--- config.mk ---
export PLATFORM = sky130hd
export DESIGN_NAME = day_of_week_last_weekday
export DESIGN_NICKNAME = d
export VERILOG_FILES = /design/src/sv/dowl_pkg.sv /design/src/sv/dowl_div.sv /design/src/sv/dowl_key.sv /design/src/sv/dowl_wday.sv /design/src/sv/dowl_out.sv /design/src/sv/day_of_week_last_weekday.sv
export VERILOG_INCLUDE_DIRS = /design/src /design/src/sv
export SDC_FILE = /design/constraint.sdc
export NUM_CORES = 1
export LEC_CHECK = 0
export ABC_CLOCK_PERIOD_IN_PS = 19900
export BUFFER_PORTS_ARGS = -buffer_cell sky130_fd_sc_hd__buf_2
export CORE_MARGIN = 8
export CORE_UTILIZATION = 40
export CTS_CLUSTER_SIZE = 24
export DETAILED_ROUTE_END_ITERATION = 10
export GPL_ROUTABILITY_DRIVEN = 0
export GPL_TIMING_DRIVEN = 0
export PLACE_DENSITY = 0.63
export SYNTH_ARGS = -nofsm -noshare
export SYNTH_HDL_FRONTEND = slang
export SYNTH_SLANG_ARGS = --single-unit
--- constraint.sdc ---
create_clock -name clk -period 19.9 [get_ports clk]
set_input_delay 0.995 -clock clk [delete_from_list [all_inputs] [get_ports clk]]
set_output_delay 0.995 -clock clk [all_outputs]
set_load 0.02 [all_outputs]
--- src/sv/day_of_week_last_weekday_assert.svh ---
// Assertion macros for the day_of_week_last_weekday block.
`ifndef DAY_OF_WEEK_LAST_WEEKDAY_ASSERT_SVH
`define DAY_OF_WEEK_LAST_WEEKDAY_ASSERT_SVH
`ifndef SYNTH
// Same-cycle implication, checked at every rising edge outside reset.
`define DOWL_ASSERT_NOW(lbl, clk_s, rstn_s, ante, cons, msg) \
  lbl: assert property (@(posedge clk_s) disable iff (!rstn_s) (ante) |-> (cons)) \
    else $error(msg);
// Next-cycle implication, checked at every rising edge outside reset.
`define DOWL_ASSERT_NEXT(lbl, clk_s, rstn_s, ante, cons, msg) \
  lbl: assert property (@(posedge clk_s) disable iff (!rstn_s) (ante) |=> (cons)) \
    else $error(msg);
`else
`define DOWL_ASSERT_NOW(lbl, clk_s, rstn_s, ante, cons, msg)
`define DOWL_ASSERT_NEXT(lbl, clk_s, rstn_s, ante, cons, msg)
`endif
`endif

--- src/sv/dowl_pkg.sv ---
// Shared types, constants and calendar tables of the weekday pipeline.
package dowl_pkg;

  // Division of the year by 100 as a multiply by a scaled reciprocal.
  localparam int unsigned YEAR_W      = 14;
  localparam int unsigned RECIP_W     = 13;
  localparam int unsigned PROD_W      = YEAR_W + RECIP_W;
  localparam int unsigned DIV100_SH   = 19;
  localparam logic [RECIP_W-1:0] RECIP_100 = 13'd5243;

  // Month numbers and limits that the control logic names.
  localparam logic [3:0] MONTH_JAN = 4'd1;
  localparam logic [3:0] MONTH_FEB = 4'd2;
  localparam logic [3:0] MONTH_DEC = 4'd12;
  localparam logic [2:0] WDAY_MAX  = 3'd6;

  // One input item.
  typedef struct packed {
    logic [4:0]        day;
    logic [3:0]        month;
    logic [YEAR_W-1:0] year;
    logic [2:0]        target_weekday;
  } in_t;

  // One result item.
  typedef struct packed {
    logic [2:0] day_of_week;
    logic [4:0] last_weekday_day;
    logic       invalid_input;
  } out_t;

  // After the first stage: the year quotient by 100 and the range checks.
  typedef struct packed {
    logic [4:0]        day;
    logic [3:0]        month;
    logic [YEAR_W-1:0] year;
    logic [2:0]        target;
    logic [7:0]        cent_q;
    logic              fld_ok;
  } s1_t;

  // After the second stage: month keys, month length and the year term mod 7.
  typedef struct packed {
    logic [4:0] day;
    logic [4:0] len;
    logic [2:0] mkey;
    logic [2:0] ykey;
    logic [2:0] target;
    logic       bad;
  } s2_t;

  // After the third stage: weekday of the date and of the last day of month.
  typedef struct packed {
    logic [2:0] dow;
    logic [2:0] dow_last;
    logic [4:0] len;
    logic [2:0] target;
    logic       bad;
  } s3_t;

  // Remainder by 7 of an 8-bit value, folding 3-bit digits since 8 = 1 mod 7.
  function automatic logic [2:0] mod7(input logic [7:0] x);
    logic [4:0] f1;
    logic [3:0] f2;
    f1 = {3'b0, x[7:6]} + {2'b0, x[5:3]} + {2'b0, x[2:0]};
    f2 = {2'b0, f1[4:3]} + {1'b0, f1[2:0]};
    return (f2 >= 4'd7) ? f2[2:0] - 3'd7 : f2[2:0];
  endfunction

  // Month key of a common year.
  function automatic logic [2:0] month_key(input logic [3:0] m);
    logic [2:0] k;
    case (m)
      4'd1:    k = 3'd0;
      4'd2:    k = 3'd3;
      4'd3:    k = 3'd3;
      4'd4:    k = 3'd6;
      4'd5:    k = 3'd1;
      4'd6:    k = 3'd4;
      4'd7:    k = 3'd6;
      4'd8:    k = 3'd2;
      4'd9:    k = 3'd5;
      4'd10:   k = 3'd0;
      4'd11:   k = 3'd3;
      4'd12:   k = 3'd5;
      default: k = 3'd0;
    endcase
    return k;
  endfunction

  // Length of a month of a common year.
  function automatic logic [4:0] month_len(input logic [3:0] m);
    logic [4:0] n;
    case (m)
      4'd2:                      n = 5'd28;
      4'd4, 4'd6, 4'd9, 4'd11:   n = 5'd30;
      default:                   n = 5'd31;
    endcase
    return n;
  endfunction

  // Century key, indexed by (year / 100 + 1) mod 4 (centuries 19, 20, 21, 22).
  function automatic logic [2:0] cent_key(input logic [1:0] c);
    logic [2:0] k;
    case (c)
      2'd0:    k = 3'd1;
      2'd1:    k = 3'd0;
      2'd2:    k = 3'd5;
      default: k = 3'd3;
    endcase
    return k;
  endfunction

endpackage

--- src/sv/dowl_div.sv ---
// First stage: year divided by 100 through a reciprocal multiply, range checks.
module dowl_div (
  input  logic          clk,
  input  logic          rst_n,
  input  logic          up_valid,
  output logic          up_ready,
  input  dowl_pkg::in_t up_data,
  output logic          dn_valid,
  input  logic          dn_ready,
  output dowl_pkg::s1_t dn_data
);
  import dowl_pkg::*;

  logic              valid_r;
  logic              valid_nxt;
  s1_t               data_r;
  s1_t               data_nxt;
  logic [PROD_W-1:0] prod;

  // The stage takes an item when it is empty or its item moves on.
  assign up_ready = !valid_r || dn_ready;

  always_comb begin
    valid_nxt = up_ready ? up_valid : valid_r;
  end

  // The quotient is exact for every 14-bit year.
  always_comb begin
    prod            = PROD_W'(up_data.year) * PROD_W'(RECIP_100);
    data_nxt.day    = up_data.day;
    data_nxt.month  = up_data.month;
    data_nxt.year   = up_data.year;
    data_nxt.target = up_data.target_weekday;
    data_nxt.cent_q = prod[DIV100_SH +: 8];
    data_nxt.fld_ok = (up_data.month != 4'd0) && (up_data.month <= MONTH_DEC) &&
                      (up_data.target_weekday <= WDAY_MAX);
  end

  always_ff @(posedge clk) begin
    if (!rst_n) begin
      valid_r <= 1'b0;
    end else begin
      valid_r <= valid_nxt;
    end
  end

  always_ff @(posedge clk) begin
    if (up_ready && up_valid) begin
      data_r <= data_nxt;
    end
  end

  assign dn_valid = valid_r;
  assign dn_data  = data_r;
endmodule

--- src/sv/dowl_key.sv ---
// Second stage: year remainder, leap rule, keys, month length and day check.
module dowl_key (
  input  logic          clk,
  input  logic          rst_n,
  input  logic          up_valid,
  output logic          up_ready,
  input  dowl_pkg::s1_t up_data,
  output logic          dn_valid,
  input  logic          dn_ready,
  output dowl_pkg::s2_t dn_data
);
  import dowl_pkg::*;

  logic              valid_r;
  logic              valid_nxt;
  s2_t               data_r;
  s2_t               data_nxt;
  logic [YEAR_W-1:0] rem_full;
  logic [6:0]        yy;
  logic              leap;
  logic [1:0]        cidx;
  logic [7:0]        ysum;
  logic [4:0]        len;

  assign up_ready = !valid_r || dn_ready;

  always_comb begin
    valid_nxt = up_ready ? up_valid : valid_r;
  end

  always_comb begin
    // Remainder by 100 as year - 64q - 32q - 4q.
    rem_full = up_data.year - {up_data.cent_q, 6'b0}
                            - {1'b0, up_data.cent_q, 5'b0}
                            - {4'b0, up_data.cent_q, 2'b0};
    yy       = rem_full[6:0];
    // Divisible by 400 means remainder 0 and quotient a multiple of 4.
    leap     = ((up_data.year[1:0] == 2'd0) && (yy != 7'd0)) ||
               ((yy == 7'd0) && (up_data.cent_q[1:0] == 2'd0));
    // Folding into 1900..2299 picks the century key by the quotient mod 4.
    cidx     = up_data.cent_q[1:0] + 2'd1;
    ysum     = {1'b0, yy} + {3'b0, yy[6:2]} + {5'b0, cent_key(cidx)};

    len = month_len(up_data.month);
    if (leap && (up_data.month == MONTH_FEB)) begin
      len = 5'd29;
    end

    data_nxt.day    = up_data.day;
    data_nxt.len    = len;
    data_nxt.ykey   = mod7(ysum);
    data_nxt.target = up_data.target;
    data_nxt.bad    = !up_data.fld_ok || (up_data.day == 5'd0) || (up_data.day > len);
    if (leap && (up_data.month == MONTH_JAN)) begin
      data_nxt.mkey = 3'd6;
    end else if (leap && (up_data.month == MONTH_FEB)) begin
      data_nxt.mkey = 3'd2;
    end else begin
      data_nxt.mkey = month_key(up_data.month);
    end
  end

  always_ff @(posedge clk) begin
    if (!rst_n) begin
      valid_r <= 1'b0;
    end else begin
      valid_r <= valid_nxt;
    end
  end

  always_ff @(posedge clk) begin
    if (up_ready && up_valid) begin
      data_r <= data_nxt;
    end
  end

  assign dn_valid = valid_r;
  assign dn_data  = data_r;
endmodule

--- src/sv/dowl_wday.sv ---
// Third stage: weekday of the date and of the month's last day, both mod 7.
module dowl_wday (
  input  logic          clk,
  input  logic          rst_n,
  input  logic          up_valid,
  output logic          up_ready,
  input  dowl_pkg::s2_t up_data,
  output logic          dn_valid,
  input  logic          dn_ready,
  output dowl_pkg::s3_t dn_data
);
  import dowl_pkg::*;

  logic       valid_r;
  logic       valid_nxt;
  s3_t        data_r;
  s3_t        data_nxt;
  logic [7:0] sum_day;
  logic [7:0] sum_last;

  assign up_ready = !valid_r || dn_ready;

  always_comb begin
    valid_nxt = up_ready ? up_valid : valid_r;
  end

  // Two key sums: one for the queried day, one for the month's last day.
  always_comb begin
    sum_day           = {3'b0, up_data.day} + {5'b0, up_data.mkey} + {5'b0, up_data.ykey};
    sum_last          = {3'b0, up_data.len} + {5'b0, up_data.mkey} + {5'b0, up_data.ykey};
    data_nxt.dow      = mod7(sum_day);
    data_nxt.dow_last = mod7(sum_last);
    data_nxt.len      = up_data.len;
    data_nxt.target   = up_data.target;
    data_nxt.bad      = up_data.bad;
  end

  always_ff @(posedge clk) begin
    if (!rst_n) begin
      valid_r <= 1'b0;
    end else begin
      valid_r <= valid_nxt;
    end
  end

  always_ff @(posedge clk) begin
    if (up_ready && up_valid) begin
      data_r <= data_nxt;
    end
  end

  assign dn_valid = valid_r;
  assign dn_data  = data_r;
endmodule

--- src/sv/dowl_out.sv ---
// Output stage: last target weekday of the month and the result register.
module dowl_out (
  input  logic           clk,
  input  logic           rst_n,
  input  logic           up_valid,
  output logic           up_ready,
  input  dowl_pkg::s3_t  up_data,
  output logic           dn_valid,
  input  logic           dn_ready,
  output dowl_pkg::out_t dn_data
);
  import dowl_pkg::*;

  logic       valid_r;
  logic       valid_nxt;
  out_t       data_r;
  out_t       data_nxt;
  logic [3:0] back;

  assign up_ready = !valid_r || dn_ready;

  always_comb begin
    valid_nxt = up_ready ? up_valid : valid_r;
  end

  // Step back from the last day by the weekday distance to the target.
  always_comb begin
    back = {1'b0, up_data.dow_last} + 4'd7 - {1'b0, up_data.target};
    if (back >= 4'd7) begin
      back = back - 4'd7;
    end
    if (up_data.bad) begin
      data_nxt.day_of_week      = 3'd0;
      data_nxt.last_weekday_day = 5'd0;
      data_nxt.invalid_input    = 1'b1;
    end else begin
      data_nxt.day_of_week      = up_data.dow;
      data_nxt.last_weekday_day = up_data.len - {2'b0, back[2:0]};
      data_nxt.invalid_input    = 1'b0;
    end
  end

  always_ff @(posedge clk) begin
    if (!rst_n) begin
      valid_r <= 1'b0;
    end else begin
      valid_r <= valid_nxt;
    end
  end

  always_ff @(posedge clk) begin
    if (up_ready && up_valid) begin
      data_r <= data_nxt;
    end
  end

  assign dn_valid = valid_r;
  assign dn_data  = data_r;
endmodule

--- src/sv/day_of_week_last_weekday.sv ---
// Top level of the Gregorian weekday and last-weekday-of-month pipeline.
//
// Input channel in_valid/in_stall/in_data carries a date and a target weekday;
// an item is taken at a rising edge with in_valid high and in_stall low.
// Result channel out_valid/out_stall/out_data carries the weekday of the date,
// the day number of the last target weekday in that month and an invalid flag.
// Weekday codes run 0 Saturday, 1 Sunday, up to 6 Friday.
// An item passes four registered stages in order: the reciprocal multiply
// for year / 100, the key and month-length lookup, the two mod-7 sums and
// the result register.
// One item per cycle while out_stall is low; every stage holds a valid bit.
// A stalled receiver holds the result register; stages behind it keep filling
// until all four are full, and only then is in_stall raised.
// Synchronous reset clears all valid bits; the data registers are not reset.
// Bad month, day or target weekday gives zeros with invalid_input set.
`include "day_of_week_last_weekday_assert.svh"
module day_of_week_last_weekday (
  input  logic           clk,
  input  logic           rst_n,
  input  logic           in_valid,
  output logic           in_stall,
  input  dowl_pkg::in_t  in_data,
  output logic           out_valid,
  input  logic           out_stall,
  output dowl_pkg::out_t out_data
);
  import dowl_pkg::*;

  logic s1_ready;
  logic s1_valid;
  s1_t  s1_data;
  logic s2_ready;
  logic s2_valid;
  s2_t  s2_data;
  logic s3_ready;
  logic s3_valid;
  s3_t  s3_data;
  logic s4_ready;

  // Year quotient and range checks.
  dowl_div u_div (
    .clk      (clk),
    .rst_n    (rst_n),
    .up_valid (in_valid),
    .up_ready (s1_ready),
    .up_data  (in_data),
    .dn_valid (s1_valid),
    .dn_ready (s2_ready),
    .dn_data  (s1_data)
  );

  // Calendar keys and month length.
  dowl_key u_key (
    .clk      (clk),
    .rst_n    (rst_n),
    .up_valid (s1_valid),
    .up_ready (s2_ready),
    .up_data  (s1_data),
    .dn_valid (s2_valid),
    .dn_ready (s3_ready),
    .dn_data  (s2_data)
  );

  // Weekday sums.
  dowl_wday u_wday (
    .clk      (clk),
    .rst_n    (rst_n),
    .up_valid (s2_valid),
    .up_ready (s3_ready),
    .up_data  (s2_data),
    .dn_valid (s3_valid),
    .dn_ready (s4_ready),
    .dn_data  (s3_data)
  );

  // Result register.
  dowl_out u_out (
    .clk      (clk),
    .rst_n    (rst_n),
    .up_valid (s3_valid),
    .up_ready (s4_ready),
    .up_data  (s3_data),
    .dn_valid (out_valid),
    .dn_ready (!out_stall),
    .dn_data  (out_data)
  );

  assign in_stall = !s1_ready;

  // The input can only back up when the whole pipeline is full and held.
  `DOWL_ASSERT_NOW(a_stall_full, clk, rst_n, in_stall, out_valid && out_stall && s1_valid && s2_valid && s3_valid, "input stalled while the pipeline has room")
  // A valid result names a last weekday in the final week of the month.
  `DOWL_ASSERT_NOW(a_last_range, clk, rst_n, out_valid && !out_data.invalid_input, (out_data.last_weekday_day >= 5'd22) && (out_data.last_weekday_day <= 5'd31) && (out_data.day_of_week <= WDAY_MAX), "result out of range")
  // A flagged result carries zero fields.
  `DOWL_ASSERT_NOW(a_bad_zero, clk, rst_n, out_valid && out_data.invalid_input, (out_data.day_of_week == 3'd0) && (out_data.last_weekday_day == 5'd0), "flagged result has nonzero fields")
  // A full last stage with a free output moves its item out on the next edge.
  `DOWL_ASSERT_NEXT(a_drain, clk, rst_n, s3_valid && !out_stall, out_valid, "item lost between last stage and output")
endmodule
# Word level (Yosys, flattened, before mapping)
# Memories as Yosys holds them, arrays and structs flattened. A register that Yosys moved wholly into a read port is not among the register bits.
# Cells that the tools add are included.
[word_totals] regBits=73 rom_bits=48 mem_bits_rw=0 word_cells=111 latch_bits=0 output_inout_bits=11 memories=1
[classes] div_mod_pow=0 add_sub_neg=26 n_mux=10 shifts=0 n_eq_ne=8 reduce_logical=33 bitwise_logic=0 order_cmp=7 multipliers=1
[memory_table] memory="(no name shown)" depth=16 word_bits=3 rd=1 rd_ports_with_merged_regs=1 wr=0 line="dowl_pkg.sv:73" rtl="case (m)"
[op_table] op="2-bit by 3-bit adder with 4-bit output" count=6
[op_table] op="8-bit by 3-bit adder with 8-bit output" count=3
[op_table] op="14-bit by 13-bit multiplier with 24-bit output (second input constant)" count=1
[op_table] op="7-bit subtractor" count=3
[op_table] op="4-bit by 3-bit greater-or-equal comparator with 1-bit output (second input constant)" count=4
[op_table] op="5-bit by 3-bit adder with 5-bit output" count=3
[op_table] op="3-bit 2-to-1 mux" count=5
[op_table] op="5-bit by 3-bit adder with 6-bit output" count=2
[op_table] op="3-bit subtractor (second input constant)" count=4
[op_table] op="1-bit logical AND" count=10
[op_table] op="3-bit one-hot mux with 3 select lines" count=1
[op_table] op="7-bit by 5-bit adder with 8-bit output" count=1
[op_table] op="4-bit by 3-bit == test with 1-bit output (second input constant)" count=2
[op_table] op="4-bit == test (second input constant)" count=2
[op_table] op="1-bit zero test" count=7
[op_table] op="7-bit zero test" count=1
[op_table] op="1-bit logical OR" count=7
[op_table] op="7-bit nonzero test" count=1
[op_table] op="2-bit zero test" count=3
[op_table] op="5-bit > comparator" count=1
[op_table] op="5-bit zero test" count=1
[op_table] op="5-bit by 3-bit subtractor with 5-bit output" count=1
[op_table] op="3-bit by 3-bit adder with 4-bit output (second input constant)" count=1
[op_table] op="4-bit by 1-bit == test with 1-bit output (second input constant)" count=1
[op_table] op="14 further kinds" count=14

# Logic depth before layout (Yosys ltp)
[logic_depth] ltp_word=10 mapped_depth=29

# Modules after synthesis
# From an unflattened synthesis, not the netlist that was laid out.
[unflattened] cells_unflattened=724 area_unflattened_um2=8239.2
[by_module_without_submodules] mod="dowl_div" cells_each=396 area_each_um2=4598.2 seq_area_each_um2=1071.0 instances=1
[by_module_without_submodules] mod="dowl_key" cells_each=173 area_each_um2=1739.2 seq_area_each_um2=530.5 instances=1
[by_module_without_submodules] mod="dowl_wday" cells_each=99 area_each_um2=1251.2 seq_area_each_um2=470.5 instances=1
[by_module_without_submodules] mod="dowl_out" cells_each=54 area_each_um2=643.1 seq_area_each_um2=290.3 instances=1
[by_module_without_submodules] mod="day_of_week_last_weekday" cells_each=2 area_each_um2=7.5 seq_area_each_um2=0.0 instances=1

# Least setup slack after synthesis
# No wires, ideal clock.
[synth_timing] kind="register to register" start="register u_div.data_r, in the netlist u_div.dn_data[2]" end="register u_key.data_r, in the netlist u_key.dn_data[5], data pin" setup_slack_ps=13623 path_stages_with_launch=29 setup_time_ps=269 arrival_ps=6008 path_cell_list="edfxtp_1 ha_1 inv_1 ha_1 o21a_1 or2_2 fa_1 inv_1 ha_1 a21o_1 a21oi_1 o21bai_1 a21oi_1 xnor2_1 ha_1 fa_1 ha_1 a21o_1 a21oi_1 xnor2_1 ha_1 inv_1 fa_1 inv_1 ha_1 a21oi_1 a21oi_1 a221oi_1 o21ai_0"
[synth_lines] item="from (decl)" line="dowl_div.sv:16" rtl="s1_t data_r;"
[synth_lines] item="from (signal assigned)" line="dowl_div.sv:49" rtl="data_r <= data_nxt;"
[synth_lines] item="to (signal assigned)" line="dowl_key.sv:73" rtl="data_r <= data_nxt;"
[synth_lines] item="to (decl)" line="dowl_key.sv:16" rtl="s2_t data_r;"

==> results.sh <==
export IMPL_n_antenna_cell=0
export IMPL_ys_seq_area_frac=0.258
export IMPL_ys_top_cells_by_area="edfxtp_1 24%, ha_1 24%, fa_1 20%, inv_1 7.8%, xnor2_1 3.4%"
export IMPL_synth_top_cell_by_area="edfxtp_1"
export IMPL_cp_end_kind="register"
export IMPL_clk_latency_ns=0.33
export IMPL_cp_endpoint="u_key.dn_data[5]"
export IMPL_ys_flop_type="edfxtp_1"
export IMPL_ios=41
export IMPL_synth_edf_count=63
export IMPL_fin_crit_ns=6.76
export IMPL_globalRouteOverflowTotal=0
export IMPL_die_x_um=156
export IMPL_post_dp_hpwl_mm=11.9
export IMPL_area_delta_synth_final_pct=10.5
export IMPL_rsz0062_at_grt="no"
export IMPL_reg2regPathDepth=28
export IMPL_avgSynthCellArea_um2=10.7
export IMPL_wl_per_cell_um=13.0
export IMPL_finalMaxSlewViolations=0
export IMPL_cp_required_ns=19.96
export IMPL_startpoint_type="register"
export IMPL_track_usage=0.120
export IMPL_finalSetupTns_ns=0
export IMPL_dr_total_vias=5024
export IMPL_wl_mm=13.7
export IMPL_r2r_start="u_div.dn_data[2]"
export IMPL_synth_area_mm2=0.00789
export IMPL_worst_path_max_delay_cell="fa_1"
export IMPL_cp_startpoint="u_div.dn_data[2]"
export IMPL_vias_per_cell=4.75
export IMPL_arrival_ns=6.82
export IMPL_grt_max_degree=26
export IMPL_rows=51
export IMPL_timing_fmax_mhz=148
export IMPL_path_common_cell="ha_1"
export IMPL_hold_viol_final=0
export IMPL_ys_async_sr_fraction=0
export IMPL_synth_cell_type_count=55
export IMPL_syn_inst=735
export IMPL_drc_errors=0
export IMPL_cts_buffers=9
export IMPL_drtIter0Drc=151
export IMPL_status="completed"
export IMPL_tightestPinTransition_ns=0.981
export IMPL_post_cts_setup_buffers=0
export IMPL_antenna_found_initial=0
export IMPL_grt_pass1_vias=5286
export IMPL_dr_pass1_iters=4
export IMPL_cts_resized=0
export IMPL_skew_ns=0.00772
export IMPL_ys_warn_count=0
export IMPL_final_antenna_net_count=0
export IMPL_synth_top_cell_area_share=0.240
export IMPL_drv_cap=0
export IMPL_layout_drive_gt1_share=0.0795
export IMPL_port_buffers=40
export IMPL_clockBufferDepth=2
export IMPL_critPathKind="register to register"
export IMPL_h_tree_depth=3
export IMPL_root_buffer="clkbuf_16"
export IMPL_cts_num_sinks=70
export IMPL_postCtsHoldBufs=0
export IMPL_cts_clk_slew_worst_paths_ns=0.05
export IMPL_final_nets=1047
export IMPL_cp_slowest_stage_delay_ns=0.53
export IMPL_setup_viol_count_final=0
export IMPL_die_area_mm2=0.0245
export IMPL_tritoncts="yes"
export IMPL_ys_seq_elements=70
export IMPL_dieHeight_um=156
export IMPL_core_mm2=0.0194
export IMPL_min_period_over_period=0.340
export IMPL_rrSetupSlack_ns=13.14
export IMPL_path_max_fanout=5
export IMPL_initial_utilization=0.407
export IMPL_reg2reg_to="u_key.dn_data[5]"
export IMPL_grt_pass1_wl_mm=23.8
export IMPL_max_slew_margin=0.346
export IMPL_hold_path_class="register to register"
==> flip-flops by register name, summed over array words and instances (netlist names), named ones only <==
name             flops
u_div.dn_data       25
u_div.dn_valid       1
u_key.dn_data       17
u_key.dn_valid       1
u_out.dn_data        9
u_out.dn_valid       1
u_wday.dn_data      12
u_wday.dn_valid      1
==> cell usage after synthesis (all sizes together) (2+ instances only) <==
| cell type | count |
|---|---|
| dfxtp | 7 |
| nor2 | 33 |
| a21o | 19 |
| a211oi | 2 |
| xnor2 | 33 |
| nor4 | 3 |
| nand2b | 2 |
| a211o | 5 |
| a31oi | 4 |
| a221oi | 2 |
| a21oi | 46 |
| nor3 | 6 |
| nor2b | 11 |
| nand3 | 10 |
| fa | 79 |
| o21a | 4 |
| o211ai | 5 |
| or2 | 3 |
| o21ai | 13 |
| edfxtp | 63 |
| mux2i | 8 |
| xor2 | 13 |
| a21boi | 2 |
| nand4 | 3 |
| mux2 | 2 |
| and3 | 4 |
| inv | 164 |
| ha | 151 |
| nand2 | 18 |
==> worst min-delay path by stage <==
stage / start / to / slack, ns / depth (start not counted)
global placement: u_div.dn_data[9] / u_key.dn_data[1] / 0.40 / 0
floorplan: u_div.dn_data[9] / u_key.dn_data[1] / 0.40 / 0
finish: u_key.dn_data[1] / u_wday.dn_data[1] / 0.42 / 0
detailed placement: u_key.dn_data[1] / u_wday.dn_data[1] / 0.40 / 0
global route: u_key.dn_data[3] / u_wday.dn_data[3] / 0.43 / 0
CTS: u_key.dn_data[3] / u_wday.dn_data[3] / 0.42 / 0
==> metrics by stage <==
step | cell area, um2 | util | std cells | hold slack (ns) | worst slack, ns
after floorplan | 7890 | - | 736 | 0.400 | 13.62
after global placement | 8420 | 0.434 | 1041 | 0.404 | 13.28
after detailed placement | 8430 | 0.434 | 1041 | 0.405 | 13.17
after CTS | 8710 | 0.449 | 1057 | 0.417 | 13.11
after global routing | 8710 | 0.449 | 1057 | 0.425 | 12.64
final | 8710 | 0.449 | 1057 | 0.416 | 13.14
==> critical path, delay by kind of cell (launching register included) <==
kind / cells / cell delay, ns
buffers and inverters: 4 / 0.24
AOI/OAI and AO/OA: 11 / 1.77
DFF: 1 / 0.43
adders and majority gates: 10 / 3.48
and+or+nand+nor: 1 / 0.32
xor gates and xnor gates: 2 / 0.29
==> cells by family after synthesis <==
family                   count (synthesis)  share of synthesized area
XOR/XNOR                                47                     0.0558
flip-flops                              70                      0.258
multiplexers                            10                     0.0130
AO/OA/AOI/OAI                          115                     0.0936
other                                    1                   0.000475
adder cells (fa/ha/maj)                230                      0.440
AND/OR/NAND/NOR                         97                     0.0609
buffers and inverters                  165                     0.0785
==> layout by cell type, fill, tap and decap left out, drive strengths merged, types with 2 or more instances in the layout <==
cell type and count:
a211oi 2, nor4 3, nor2b 11, fa 79, edfxtp 63, a21oi 46, a211o 5, inv 164
xnor2 33, nand2 18, dfxtp 7, ha 151, nand4 3, a31oi 4, mux2i 8, nand2b 2
clkbuf 12, or2 3, o21ai 13, nand3 10, nor2 33, o21a 4, xor2 13, o211ai 5
buf 40, mux2 2, a21o 19, and3 4, a21boi 2, a221oi 2, clkinv 4, nor3 6
conb 2
==> layer usage <==
metal	routed length, um	up-vias	share of wire	track usage
met3	347	10	0.025	0.0188
met4	159	0	0.012	0.0339
met1	6100	2397	0.44	0.141
li1	-	2569	-	-
met5	0	-	0	0
met2	7100	48	0.52	0.221
==> cell type report <==
class	count	area [um2]
clock inverters	4	48.8
inverters	165	619
fillers	1847	10700
clock buffers	12	236
well taps	265	332
repair buffers	40	200
flip-flops and latches	70	2030
multi-input cells	501	5240
Power is not shown: default switching activity piles up to over one toggle a cycle in this logic, so the estimate is an artifact.
